[config.mk]
export PLATFORM = sky130hd
export DESIGN_NAME = http_response_header_parser
export DESIGN_NICKNAME = d
export VERILOG_FILES = /design/src/rtl/hrp_pkg.sv /design/src/rtl/hrp_front.sv /design/src/rtl/hrp_queue.sv /design/src/rtl/hrp_back.sv /design/src/rtl/http_response_header_parser.sv
export VERILOG_INCLUDE_DIRS = /design/src /design/src/rtl
export SDC_FILE = /design/constraint.sdc
export NUM_CORES = 1
export LEC_CHECK = 0
export ABC_AREA = 1
export BUFFER_PORTS_ARGS = -buffer_cell sky130_fd_sc_hd__buf_2
export CAP_MARGIN = 20
export CORE_ASPECT_RATIO = 0.7
export CORE_MARGIN = 2
export CORE_UTILIZATION = 40
export CTS_CLUSTER_DIAMETER = 150
export DETAILED_ROUTE_END_ITERATION = 6
export GPL_TIMING_DRIVEN = 0
export PLACE_DENSITY = 0.62
export SLEW_MARGIN = 20
export SYNTH_ARGS = -nofsm -noshare
export SYNTH_HDL_FRONTEND = slang
export SYNTH_HIERARCHICAL = 1
export SYNTH_SLANG_ARGS = --single-unit
[constraint.sdc]
create_clock -name i_clk -period 5.2 [get_ports i_clk]
set_input_delay 0 -clock i_clk [delete_from_list [all_inputs] [get_ports i_clk]]
set_output_delay 0 -clock i_clk [all_outputs]
set_load 0.02 [all_outputs]
[src/rtl/http_response_header_parser_macros.svh]
// Assertion macros for the HTTP response header parser.
// Used by the top level only; expects i_clk and i_rst_n in scope.
`ifndef HTTP_RESPONSE_HEADER_PARSER_MACROS_SVH
`define HTTP_RESPONSE_HEADER_PARSER_MACROS_SVH

// Same-cycle implication.
`define HRP_ASSERT_NOW(lbl, ante, cons) \
    lbl: assert property (@(posedge i_clk) disable iff (!i_rst_n) (ante) |-> (cons)) \
        else $error("hrp: same-cycle check failed");

// Next-cycle implication.
`define HRP_ASSERT_NEXT(lbl, ante, cons) \
    lbl: assert property (@(posedge i_clk) disable iff (!i_rst_n) (ante) |=> (cons)) \
        else $error("hrp: next-cycle check failed");

`endif

[src/rtl/hrp_pkg.sv]
// Shared types, constants and key tables of the HTTP response header parser.
// No dependencies.
package hrp_pkg;

    localparam int MAX_RESPONSE = 8192;
    localparam int TYPE_MAX     = 64;
    localparam int CNT_W        = $clog2(MAX_RESPONSE + 1);
    localparam int CAP_W        = $clog2(TYPE_MAX + 1);
    localparam int KEY_TYPE_LEN = 14;
    localparam int KEY_LEN_LEN  = 16;
    localparam int STATUS_LEN   = 7;
    localparam int COL_W        = 5;
    localparam int Q_DEPTH      = 4;
    localparam int QPTR_W       = $clog2(Q_DEPTH);
    localparam int QCNT_W       = $clog2(Q_DEPTH + 1);

    localparam logic [7:0] CH_CR = 8'd13;
    localparam logic [7:0] CH_LF = 8'd10;

    localparam logic [1:0] CLS_HEADER = 2'd0;
    localparam logic [1:0] CLS_TYPE   = 2'd1;
    localparam logic [1:0] CLS_BODY   = 2'd2;
    localparam logic [1:0] CLS_DROP   = 2'd3;

    localparam logic [1:0] ERR_OK         = 2'd0;
    localparam logic [1:0] ERR_NO_RESP    = 2'd1;
    localparam logic [1:0] ERR_BAD_HDR    = 2'd2;
    localparam logic [1:0] ERR_BAD_STATUS = 2'd3;

    typedef struct packed {
        logic       has_byte;
        logic [7:0] data_byte;
        logic       end_of_stream;
    } t_in_item;

    typedef struct packed {
        logic [1:0]         byte_class;
        logic [7:0]         byte_out;
        logic               header_done;
        logic signed [15:0] status_raw;
        logic               status_valid;
        logic [31:0]        length_total;
        logic               length_known;
        logic               body_complete;
        logic [1:0]         error_code;
    } t_out_item;

    typedef struct packed {
        logic       has_byte;
        logic [7:0] data_byte;
        logic       end_of_stream;
        logic       is_cr;
        logic       is_lf;
        logic       is_digit;
        logic [3:0] digit;
    } t_tok;

    typedef struct packed {
        logic              full;
        logic              empty;
        logic [QCNT_W-1:0] level;
    } t_q_status;

    function automatic logic [7:0] status_key(input logic [2:0] idx);
        logic [7:0] c;
        unique case (idx)
            3'd0:    c = "H";
            3'd1:    c = "T";
            3'd2:    c = "T";
            3'd3:    c = "P";
            3'd4:    c = "/";
            3'd5:    c = "1";
            3'd6:    c = ".";
            default: c = 8'd0;
        endcase
        return c;
    endfunction

    function automatic logic [7:0] type_key(input logic [3:0] idx);
        logic [7:0] c;
        unique case (idx)
            4'd0:    c = "C";
            4'd1:    c = "o";
            4'd2:    c = "n";
            4'd3:    c = "t";
            4'd4:    c = "e";
            4'd5:    c = "n";
            4'd6:    c = "t";
            4'd7:    c = "-";
            4'd8:    c = "T";
            4'd9:    c = "y";
            4'd10:   c = "p";
            4'd11:   c = "e";
            4'd12:   c = ":";
            4'd13:   c = " ";
            default: c = 8'd0;
        endcase
        return c;
    endfunction

    function automatic logic [7:0] length_key(input logic [3:0] idx);
        logic [7:0] c;
        unique case (idx)
            4'd0:    c = "C";
            4'd1:    c = "o";
            4'd2:    c = "n";
            4'd3:    c = "t";
            4'd4:    c = "e";
            4'd5:    c = "n";
            4'd6:    c = "t";
            4'd7:    c = "-";
            4'd8:    c = "L";
            4'd9:    c = "e";
            4'd10:   c = "n";
            4'd11:   c = "g";
            4'd12:   c = "t";
            4'd13:   c = "h";
            4'd14:   c = ":";
            default: c = " ";
        endcase
        return c;
    endfunction

endpackage

[src/rtl/hrp_front.sv]
// Front end: accepts input transactions and classifies each byte.
// Depends on hrp_pkg.
module hrp_front (
    input  logic            i_in_valid,
    input  hrp_pkg::t_in_item i_in,
    input  logic            i_q_full,
    output logic            o_in_ready,
    output logic            o_push,
    output hrp_pkg::t_tok   o_tok
);
    import hrp_pkg::*;

    logic [7:0] b;

    assign b          = i_in.data_byte;
    assign o_in_ready = !i_q_full;
    assign o_push     = i_in_valid && !i_q_full;

    always_comb begin
        o_tok.has_byte      = i_in.has_byte;
        o_tok.data_byte     = b;
        o_tok.end_of_stream = i_in.end_of_stream;
        o_tok.is_cr         = (b == CH_CR);
        o_tok.is_lf         = (b == CH_LF);
        o_tok.is_digit      = (b >= "0") && (b <= "9");
        o_tok.digit         = b[3:0];
    end

endmodule

[src/rtl/hrp_queue.sv]
// Short queue of classified bytes between the front and back ends.
// Depends on hrp_pkg.
module hrp_queue (
    input  logic              i_clk,
    input  logic              i_rst_n,
    input  logic              i_push,
    input  hrp_pkg::t_tok     i_tok,
    input  logic              i_pop,
    output hrp_pkg::t_tok     o_tok,
    output hrp_pkg::t_q_status o_status
);
    import hrp_pkg::*;

    t_tok              r_mem [Q_DEPTH];
    logic [QPTR_W-1:0] r_wr_ptr;
    logic [QPTR_W-1:0] r_rd_ptr;
    logic [QCNT_W-1:0] r_level;
    logic              do_push;
    logic              do_pop;

    assign do_push = i_push && (r_level != QCNT_W'(Q_DEPTH));
    assign do_pop  = i_pop && (r_level != '0);

    always_ff @(posedge i_clk) begin
        if (!i_rst_n) begin
            r_wr_ptr <= '0;
            r_rd_ptr <= '0;
            r_level  <= '0;
        end else begin
            if (do_push) begin
                r_wr_ptr <= r_wr_ptr + 1'b1;
            end
            if (do_pop) begin
                r_rd_ptr <= r_rd_ptr + 1'b1;
            end
            if (do_push && !do_pop) begin
                r_level <= r_level + 1'b1;
            end else if (do_pop && !do_push) begin
                r_level <= r_level - 1'b1;
            end
        end
    end

    always_ff @(posedge i_clk) begin
        if (do_push) begin
            r_mem[r_wr_ptr] <= i_tok;
        end
    end

    assign o_tok           = r_mem[r_rd_ptr];
    assign o_status.full   = (r_level == QCNT_W'(Q_DEPTH));
    assign o_status.empty  = (r_level == '0);
    assign o_status.level  = r_level;

endmodule

[src/rtl/hrp_back.sv]
// Back end: parser state update per byte and registered result transaction.
// Depends on hrp_pkg.
module hrp_back (
    input  logic              i_clk,
    input  logic              i_rst_n,
    input  logic              i_q_valid,
    input  hrp_pkg::t_tok     i_tok,
    output logic              o_pop,
    output logic              o_out_valid,
    input  logic              i_out_ready,
    output hrp_pkg::t_out_item o_out
);
    import hrp_pkg::*;

    typedef enum logic [2:0] {
        TERM_NONE,
        TERM_CR,
        TERM_CRLF,
        TERM_CRLFCR,
        TERM_LF
    } t_term_e;

    logic [CNT_W-1:0]   r_byte_count, n_byte_count;
    t_term_e            r_term, n_term;
    logic [COL_W-1:0]   r_col, n_col;
    logic [1:0]         r_flags, n_flags;
    logic [CAP_W-1:0]   r_cap, n_cap;
    logic               r_digits, n_digits;
    logic [31:0]        r_len, n_len;
    logic               r_len_seen, n_len_seen;
    logic signed [15:0] r_status, n_status;
    logic               r_prefix_ok, n_prefix_ok;
    logic               r_hdr_end, n_hdr_end;
    logic [31:0]        r_body, n_body;
    logic               r_out_valid;
    t_out_item          r_out, n_out;

    logic [7:0]         b;
    logic signed [15:0] sdig;
    logic [1:0]         cls;
    logic               svalid;

    assign o_pop       = i_q_valid && (!r_out_valid || i_out_ready);
    assign o_out_valid = r_out_valid;
    assign o_out       = r_out;
    assign b           = i_tok.data_byte;
    assign sdig        = $signed({8'd0, b}) - 16'sd48;

    always_comb begin
        n_byte_count = r_byte_count;
        n_term       = r_term;
        n_col        = r_col;
        n_flags      = r_flags;
        n_cap        = r_cap;
        n_digits     = r_digits;
        n_len        = r_len;
        n_len_seen   = r_len_seen;
        n_status     = r_status;
        n_prefix_ok  = r_prefix_ok;
        n_hdr_end    = r_hdr_end;
        n_body       = r_body;
        cls          = CLS_HEADER;

        if (i_tok.has_byte) begin
            if (r_byte_count >= CNT_W'(MAX_RESPONSE)) begin
                cls = CLS_DROP;
            end else begin
                n_byte_count = r_byte_count + 1'b1;
                if (r_byte_count < CNT_W'(STATUS_LEN)
                    && b != status_key(r_byte_count[2:0])) begin
                    n_prefix_ok = 1'b0;
                end
                if (r_byte_count == CNT_W'(9)) begin
                    n_status = r_status + 16'(sdig * 16'sd100);
                end else if (r_byte_count == CNT_W'(10)) begin
                    n_status = r_status + 16'(sdig * 16'sd10);
                end else if (r_byte_count == CNT_W'(11)) begin
                    n_status = r_status + sdig;
                end

                if (r_hdr_end) begin
                    if (r_body != 32'hFFFF_FFFF) begin
                        n_body = r_body + 32'd1;
                    end
                    cls = CLS_BODY;
                end else begin
                    if (i_tok.is_cr) begin
                        n_term = (r_term == TERM_CRLF) ? TERM_CRLFCR : TERM_CR;
                    end else if (i_tok.is_lf) begin
                        if (r_term == TERM_CR) begin
                            n_term = TERM_CRLF;
                        end else if (r_term == TERM_CRLF || r_term == TERM_CRLFCR
                                     || r_term == TERM_LF) begin
                            n_hdr_end = 1'b1;
                            n_term    = TERM_NONE;
                        end else begin
                            n_term = TERM_LF;
                        end
                    end else begin
                        n_term = TERM_NONE;
                    end

                    if (i_tok.is_lf) begin
                        n_col    = '0;
                        n_flags  = 2'b11;
                        n_cap    = '0;
                        n_digits = 1'b0;
                    end else begin
                        if (r_cap != '0) begin
                            if (i_tok.is_cr || r_cap >= CAP_W'(TYPE_MAX)) begin
                                n_cap = '0;
                            end else begin
                                cls   = CLS_TYPE;
                                n_cap = r_cap + 1'b1;
                            end
                        end
                        if (r_digits) begin
                            if (i_tok.is_digit) begin
                                n_len = (r_len << 3) + (r_len << 1) + {28'd0, i_tok.digit};
                            end else begin
                                n_digits = 1'b0;
                            end
                        end
                        if (r_col < COL_W'(KEY_TYPE_LEN) && r_flags[0]) begin
                            if (b != type_key(r_col[3:0])) begin
                                n_flags[0] = 1'b0;
                            end else if (r_col == COL_W'(KEY_TYPE_LEN - 1)) begin
                                n_cap = CAP_W'(1);
                            end
                        end
                        if (r_col < COL_W'(KEY_LEN_LEN) && r_flags[1]) begin
                            if (b != length_key(r_col[3:0])) begin
                                n_flags[1] = 1'b0;
                            end else if (r_col == COL_W'(KEY_LEN_LEN - 1) && !r_len_seen) begin
                                n_len_seen = 1'b1;
                                n_digits   = 1'b1;
                                n_len      = '0;
                            end
                        end
                        n_col = (r_col != '1) ? r_col + 1'b1 : r_col;
                    end
                end
            end
        end

        svalid = n_prefix_ok && (n_byte_count >= CNT_W'(12));

        n_out.byte_class    = cls;
        n_out.byte_out      = i_tok.has_byte ? b : 8'd0;
        n_out.header_done   = n_hdr_end;
        n_out.status_raw    = n_status;
        n_out.status_valid  = svalid;
        n_out.length_total  = n_len;
        n_out.length_known  = n_len_seen;
        n_out.body_complete = n_hdr_end && n_len_seen && (n_body >= n_len);
        n_out.error_code    = ERR_OK;
        if (i_tok.end_of_stream) begin
            if (n_byte_count == '0) begin
                n_out.error_code = ERR_NO_RESP;
            end else if (!n_hdr_end) begin
                n_out.error_code = ERR_BAD_HDR;
            end else if (!svalid) begin
                n_out.error_code = ERR_BAD_STATUS;
            end
        end
    end

    always_ff @(posedge i_clk) begin
        if (!i_rst_n || (o_pop && i_tok.end_of_stream)) begin
            r_byte_count <= '0;
            r_term       <= TERM_NONE;
            r_col        <= '0;
            r_flags      <= 2'b11;
            r_cap        <= '0;
            r_digits     <= 1'b0;
            r_len        <= '0;
            r_len_seen   <= 1'b0;
            r_status     <= '0;
            r_prefix_ok  <= 1'b1;
            r_hdr_end    <= 1'b0;
            r_body       <= '0;
        end else if (o_pop) begin
            r_byte_count <= n_byte_count;
            r_term       <= n_term;
            r_col        <= n_col;
            r_flags      <= n_flags;
            r_cap        <= n_cap;
            r_digits     <= n_digits;
            r_len        <= n_len;
            r_len_seen   <= n_len_seen;
            r_status     <= n_status;
            r_prefix_ok  <= n_prefix_ok;
            r_hdr_end    <= n_hdr_end;
            r_body       <= n_body;
        end
    end

    always_ff @(posedge i_clk) begin
        if (!i_rst_n) begin
            r_out_valid <= 1'b0;
        end else if (o_pop) begin
            r_out_valid <= 1'b1;
        end else if (i_out_ready) begin
            r_out_valid <= 1'b0;
        end
    end

    always_ff @(posedge i_clk) begin
        if (o_pop) begin
            r_out <= n_out;
        end
    end

endmodule

[src/rtl/http_response_header_parser.sv]
// HTTP response header parser: one byte per transaction, one result each.
// The accepted byte is written into the queue entry, from which the back end
// loads the result register; an output stall can hold the entry back.
// Throughput: one byte per cycle while the output accepts results, set by the
// state update in the back end; a four-entry queue absorbs output stalls. Reset:
// synchronous active-low i_rst_n clears parser state, queue and result valid;
// state also returns to reset after an end_of_stream result.
module http_response_header_parser (
    input  logic               i_clk,
    input  logic               i_rst_n,
    input  logic               i_in_valid,
    output logic               o_in_ready,
    input  hrp_pkg::t_in_item  i_in,
    output logic               o_out_valid,
    input  logic               i_out_ready,
    output hrp_pkg::t_out_item o_out
);
    import hrp_pkg::*;

`include "http_response_header_parser_macros.svh"

    logic      push;
    logic      pop;
    t_tok      front_tok;
    t_tok      q_tok;
    t_q_status q_stat;

    hrp_front u_front (
        .i_in_valid (i_in_valid),
        .i_in       (i_in),
        .i_q_full   (q_stat.full),
        .o_in_ready (o_in_ready),
        .o_push     (push),
        .o_tok      (front_tok)
    );

    hrp_queue u_queue (
        .i_clk    (i_clk),
        .i_rst_n  (i_rst_n),
        .i_push   (push),
        .i_tok    (front_tok),
        .i_pop    (pop),
        .o_tok    (q_tok),
        .o_status (q_stat)
    );

    hrp_back u_back (
        .i_clk       (i_clk),
        .i_rst_n     (i_rst_n),
        .i_q_valid   (!q_stat.empty),
        .i_tok       (q_tok),
        .o_pop       (pop),
        .o_out_valid (o_out_valid),
        .i_out_ready (i_out_ready),
        .o_out       (o_out)
    );

    `HRP_ASSERT_NOW(a_q_level, 1'b1, q_stat.level <= QCNT_W'(Q_DEPTH))
    `HRP_ASSERT_NOW(a_body_after_hdr, o_out_valid && o_out.byte_class == CLS_BODY, o_out.header_done)
    `HRP_ASSERT_NOW(a_complete, o_out_valid && o_out.body_complete, o_out.header_done && o_out.length_known)
    `HRP_ASSERT_NEXT(a_push_lands, push && !pop, !q_stat.empty)

endmodule
---- After elaboration in Yosys (flattened, before gate mapping) ----
Memory sizes are Yosys's and may differ from the RTL's. A register that Yosys moved wholly into a read port is not among the register bits.
Cells that the tools add are included.
storage, ports and cells
  register bits ........................... 187
  latch bits .............................. 0
  bits in writable memories ............... 68
  bits in read-only memories .............. 224
  input port bits ......................... 14
  output and inout port bits .............. 66
  logic and storage cells ................. 221
  memories kept ........................... 3
memories
  name              words  bits a word  rd ports  clocked after Yosys merged registers in  write ports  line             RTL
  (name not given)  16     7            1         1                                        0            hrp_pkg.sv:81    unique case (idx)
  (name not given)  16     7            1         1                                        0            hrp_pkg.sv:103   unique case (idx)
  u_queue.r_mem     4      17           1         1                                        1            hrp_queue.sv:14  t_tok r_mem [Q_DEPTH];
cells by class
  add/subtract/negate cells ............... 14
  multiply operators ...................... 2
  divide/modulo/power cells ............... 0
  magnitude comparators ................... 9
  equal/unequal tests ..................... 24
  shift operators ......................... 0
  multiplexer cells ....................... 94
  bitwise logic cells ..................... 3
  reduce and logical (&&, ||, !) cells .... 45
operators by type and width
  operator               number
  $mux 32                13
  $mux 8                 12
  $mux 16                5
  $add 16x16->16         3
  $eq 14x4->1 const B    3
  $mux 7                 6
  $pmux 7 s6             1
  $mux 1                 33
  $add 32x1->32 const B  1
  $add 32x32->32         1
  $add 32x4->32          1
  $ge 32x32->1           1
  $ne 32x32->1 const B   1
  $mux 14                2
  $ne 8x8->1             3
  $mux 2                 10
  $mux 3                 6
  $eq 8x4->1 const B     2
  $mul 16x4->15 const B  1
  $mul 16x6->14 const B  1
  $mux 4                 4
  $eq 3x3->1 const B     5
  $logic_and 1x1->1      15
  $add 14x1->14 const B  1
  other kinds (32)       60

---- Depth between registers and ports, before layout ----
  word-level depth ........................ 16
  depth in mapped cells ................... 31
  mapped depth without buffers ............ 29

---- Modules after synthesis ----
Netlist, hierarchy kept.
modules (own cells, without submodules)
  module                       instances  cells each  area an instance (µm²)  sequential area each (µm²)
  hrp_back                     1          2,384       16,468.3                4,504.3
  hrp_queue                    1          234         3,081.7                 2,222.1
  hrp_front                    1          38          205.2                   0.0
  http_response_header_parser  1          1           3.8                     0.0

---- Least setup slack after synthesis ----
No wires, ideal clock.
  path type ............................... register -> register
  from .................................... reg (tool-made name)
  to ...................................... reg u_back.r_out, in the netlist u_back/o_out[51] (data pin)
  arrival ................................. 4.830 ns
  required time ........................... 4.949 ns
  setup slack ............................. 0.119 ns
  cell stages (with the launch flop) ...... 28
  clock period less this slack ............ 5.081 ns
  cell sequence ........................... dfxtp_1 buf_6 inv_6 buf_4 nor2_1 o22ai_1 inv_2 ha_1 fa_1 inv_1 ha_1 ha_1 inv_1 fa_1 o21ai_0 nand2_1 o21ai_0 xor2_1 ha_1 inv_1 nor3_1 nand2_1 o211ai_1 xor2_1 nand2_1 nand3_1 nand2_1 inv_1
RTL lines
  what                  line             RTL
  to (signal assigned)  hrp_back.sv:210  r_out <= n_out;
  to (decl)             hrp_back.sv:36   t_out_item r_out, n_out;

==> results.yml <==
outcome:
  outcome: "finished, violations left"
  violations: "setup timing"
worst_setup_path:
  worstSetupPathType: "register to register"
  end_kind: "register"
  critPathRequiredTime_ns: 5.53
  cp_slowest_stage_delay_ns: 0.52
  worstSetupStartpointType: "register"
  cp_max_fo: 8
  crit_top_cell: "inv_2"
  cp_top_family: "adder cells"
  path_buf_inv: 7
  slowest_stage: "fa_1"
  arrival_ns: 5.55
timing:
  fin_tns_setup_ns: -0.0179
  setup_ws_ns: -0.0179
  slew_violations: 0
  finalCritPeriodShare_pct: 100
  fmax_ghz: 0.192
  period_minus_slack_ns: 5.22
  setup_viol_count_final: 1
  rsz0062_at_grt: "true"
  worst_slew_pin_slew_ns: 0.984
  max-slew-margin-rel_pct: 33.8
  hold_viol_final: 0
  clock_skew_ns: 0.0464
finish:
  multi_input_area_mm2: 0.0116
  final_common_cell: "nand2_1"
  antenna_cells: 0
  final_cell_mix: "nand2_1, inv_1, a21oi_1, nor2_1, o21ai_0"
  layout.nets: 3069
  drive_gt1_share_pct: 13.0
  register_area_mm2: 0.00673
  fillers: 4888
  area_growth_pct: 18.0
yosys:
  synth-seq-area-share_pct: 34.0
  synth_nets: 2881
  synth_edf_count: 132
  syn_area_mm2: 0.0198
  synthFlopType: "dfxtp_1"
  synth_cell_types: 56
  ys_ff_latch: 270
  yosys_warnings: 6
  syn_inst: 2657
  async_flop_share_pct: 0
  syn_avg_cell_area_um2: 7.44
clock_network:
  clock_sinks: 270
  cts-root-buf: "clkbuf_16"
  clk-insertion-delay-late_ns: 0.61
  cts_buffers: 30
  cts.path.max_buffers: 3
  htree_num_levels: 1
  cts_tree: "built"
  clk_pin_slew_worst_paths_ns: 0.06
global_routing:
  grt_pass1_wl_um: 98800
  antenna_found_initial: 0
  grt_usage_pct: 24.5
  grt_max_degree: 30
  grt_pass1_vias: 17200
  grt_overflow: 0
floorplanning:
  die_y_um: 190
  ioPinCount: 80
  die_w_um: 270
  die_area_mm2: 0.0512
  start_util_pct: 40.3
  core_area_mm2: 0.0490
  fp-row-count: 68
drt:
  vias: 18700
  postRouteAntennaNets: 0
  routed_wl_um: 64400
  drc_errors: 0
  drt_first_iter_violations: 1895
  avgViaCountPerCell: 5.30
  wl_per_cell_um: 18.2
  first_pass_iters: 5
flow_run:
  maxCapViolations: 0
placement:
  place_hpwl_um: 49800
  gp_congestion: 0.974
  port_buffers: 77
hold_path:
  hp-class: "input port to register"
  worstHoldStart: "i_in[9]"
==> registers in the layout (all words and copies together) (netlist names), 2 cells and up, named ones only <==
signal	count
u_back/r_col	5
u_back/r_flags	2
u_back/r_term	3
u_back/r_len	32
u_back/r_byte_count	14
u_queue/r_level	3
u_queue/r_wr_ptr	2
u_back/r_status	16
u_back/r_body	32
u_queue/r_mem	68
u_back/o_out	64
u_queue/r_rd_ptr	2
u_back/r_cap	7
==> per-stage QoR <==
stage | utilization, % | hold WS, ns | setup slack, ns | area [µm²] | std cells
finish | 47.6 | 0.152 | -0.0179 | 23300 | 3534
global route | 47.6 | 0.151 | -0.227 | 23300 | 3534
CTS | 46.6 | 0.123 | -0.000401 | 22800 | 3508
detailed placement | 43.2 | 0.211 | -1.28 | 21200 | 3409
global placement | 42.8 | 0.206 | -1.39 | 21000 | 3399
floorplan | - | 0.120 | 0.119 | 19800 | 2657
==> routing by layer <==
layer | global-route usage [%] | part of all wire [%]
met1 | 37.9 | 49
met5 | 0 | 0
met3 | 4.49 | 9.1
met2 | 34.8 | 39
met4 | 5.53 | 2.2
==> timing repair <==
action,4_1_cts,5_1_grt
gates cloned,2,1
gates resized for setup,83,67
pin swaps,22,33
endpoints found under the hold margin,80,0
setup buffers,25,25
hold buffers,16,0
setup endpoints to repair,19,12
==> Yosys cell counts (17+ instances only) <==
library cell / count / area [µm²]
xnor2_1: 33 / 289
o21ai_1: 23 / 115
clkbuf_1: 35 / 131
a21oi_1: 231 / 1160
ha_1: 196 / 2450
buf_4: 19 / 143
nor3_1: 36 / 180
nand4_1: 34 / 213
nor2_1: 228 / 856
o22ai_1: 17 / 106
xor2_1: 67 / 587
inv_1: 393 / 1480
nand2_1: 538 / 2020
nand3_1: 143 / 716
edfxtp_1: 132 / 3960
o21ai_0: 199 / 996
dfxtp_1: 138 / 2760
==> layout make-up <==
class	instances	share of cell area (%)
buffer	77	2.01
clock buffer	40	3.40
clock inverter	16	0.579
inverter	410	6.72
multi-input combinational	1900	49.9
sequential	270	28.9
tap	665	3.57
timing repair buffer	156	4.98
==> cells by family (layout without fill, tap and decap cells) <==
logic type | count (synthesis) | in the layout | synth area share, %
compound gates | 548 | 548 | 15.0
simple gates | 1042 | 1042 | 22.7
xor+xnor | 100 | 100 | 4.43
buf+inv | 487 | 699 | 9.97
fa+ha+maj | 210 | 210 | 13.8
flops | 270 | 270 | 34.0
==> final timing paths <==
| check | slack (ns) | depth (start not counted) | to |
|---|---|---|---|
| worst min-delay path | 0.15 | 2 | u_queue/r_mem[1][16]$_DFFE_PP_ |
| worst max-delay path | -0.02 | 26 | u_back/o_out[51]$_DFFE_PP_ |
| worst max register to register | -0.02 | 26 | u_back/o_out[51]$_DFFE_PP_ |
| worst min register to register | 0.46 | 2 | u_back/r_flags[1]$_SDFFE_PP1P_ |
Power is not shown: default switching activity piles up to over one toggle a cycle in this logic, so the estimate is an artifact.
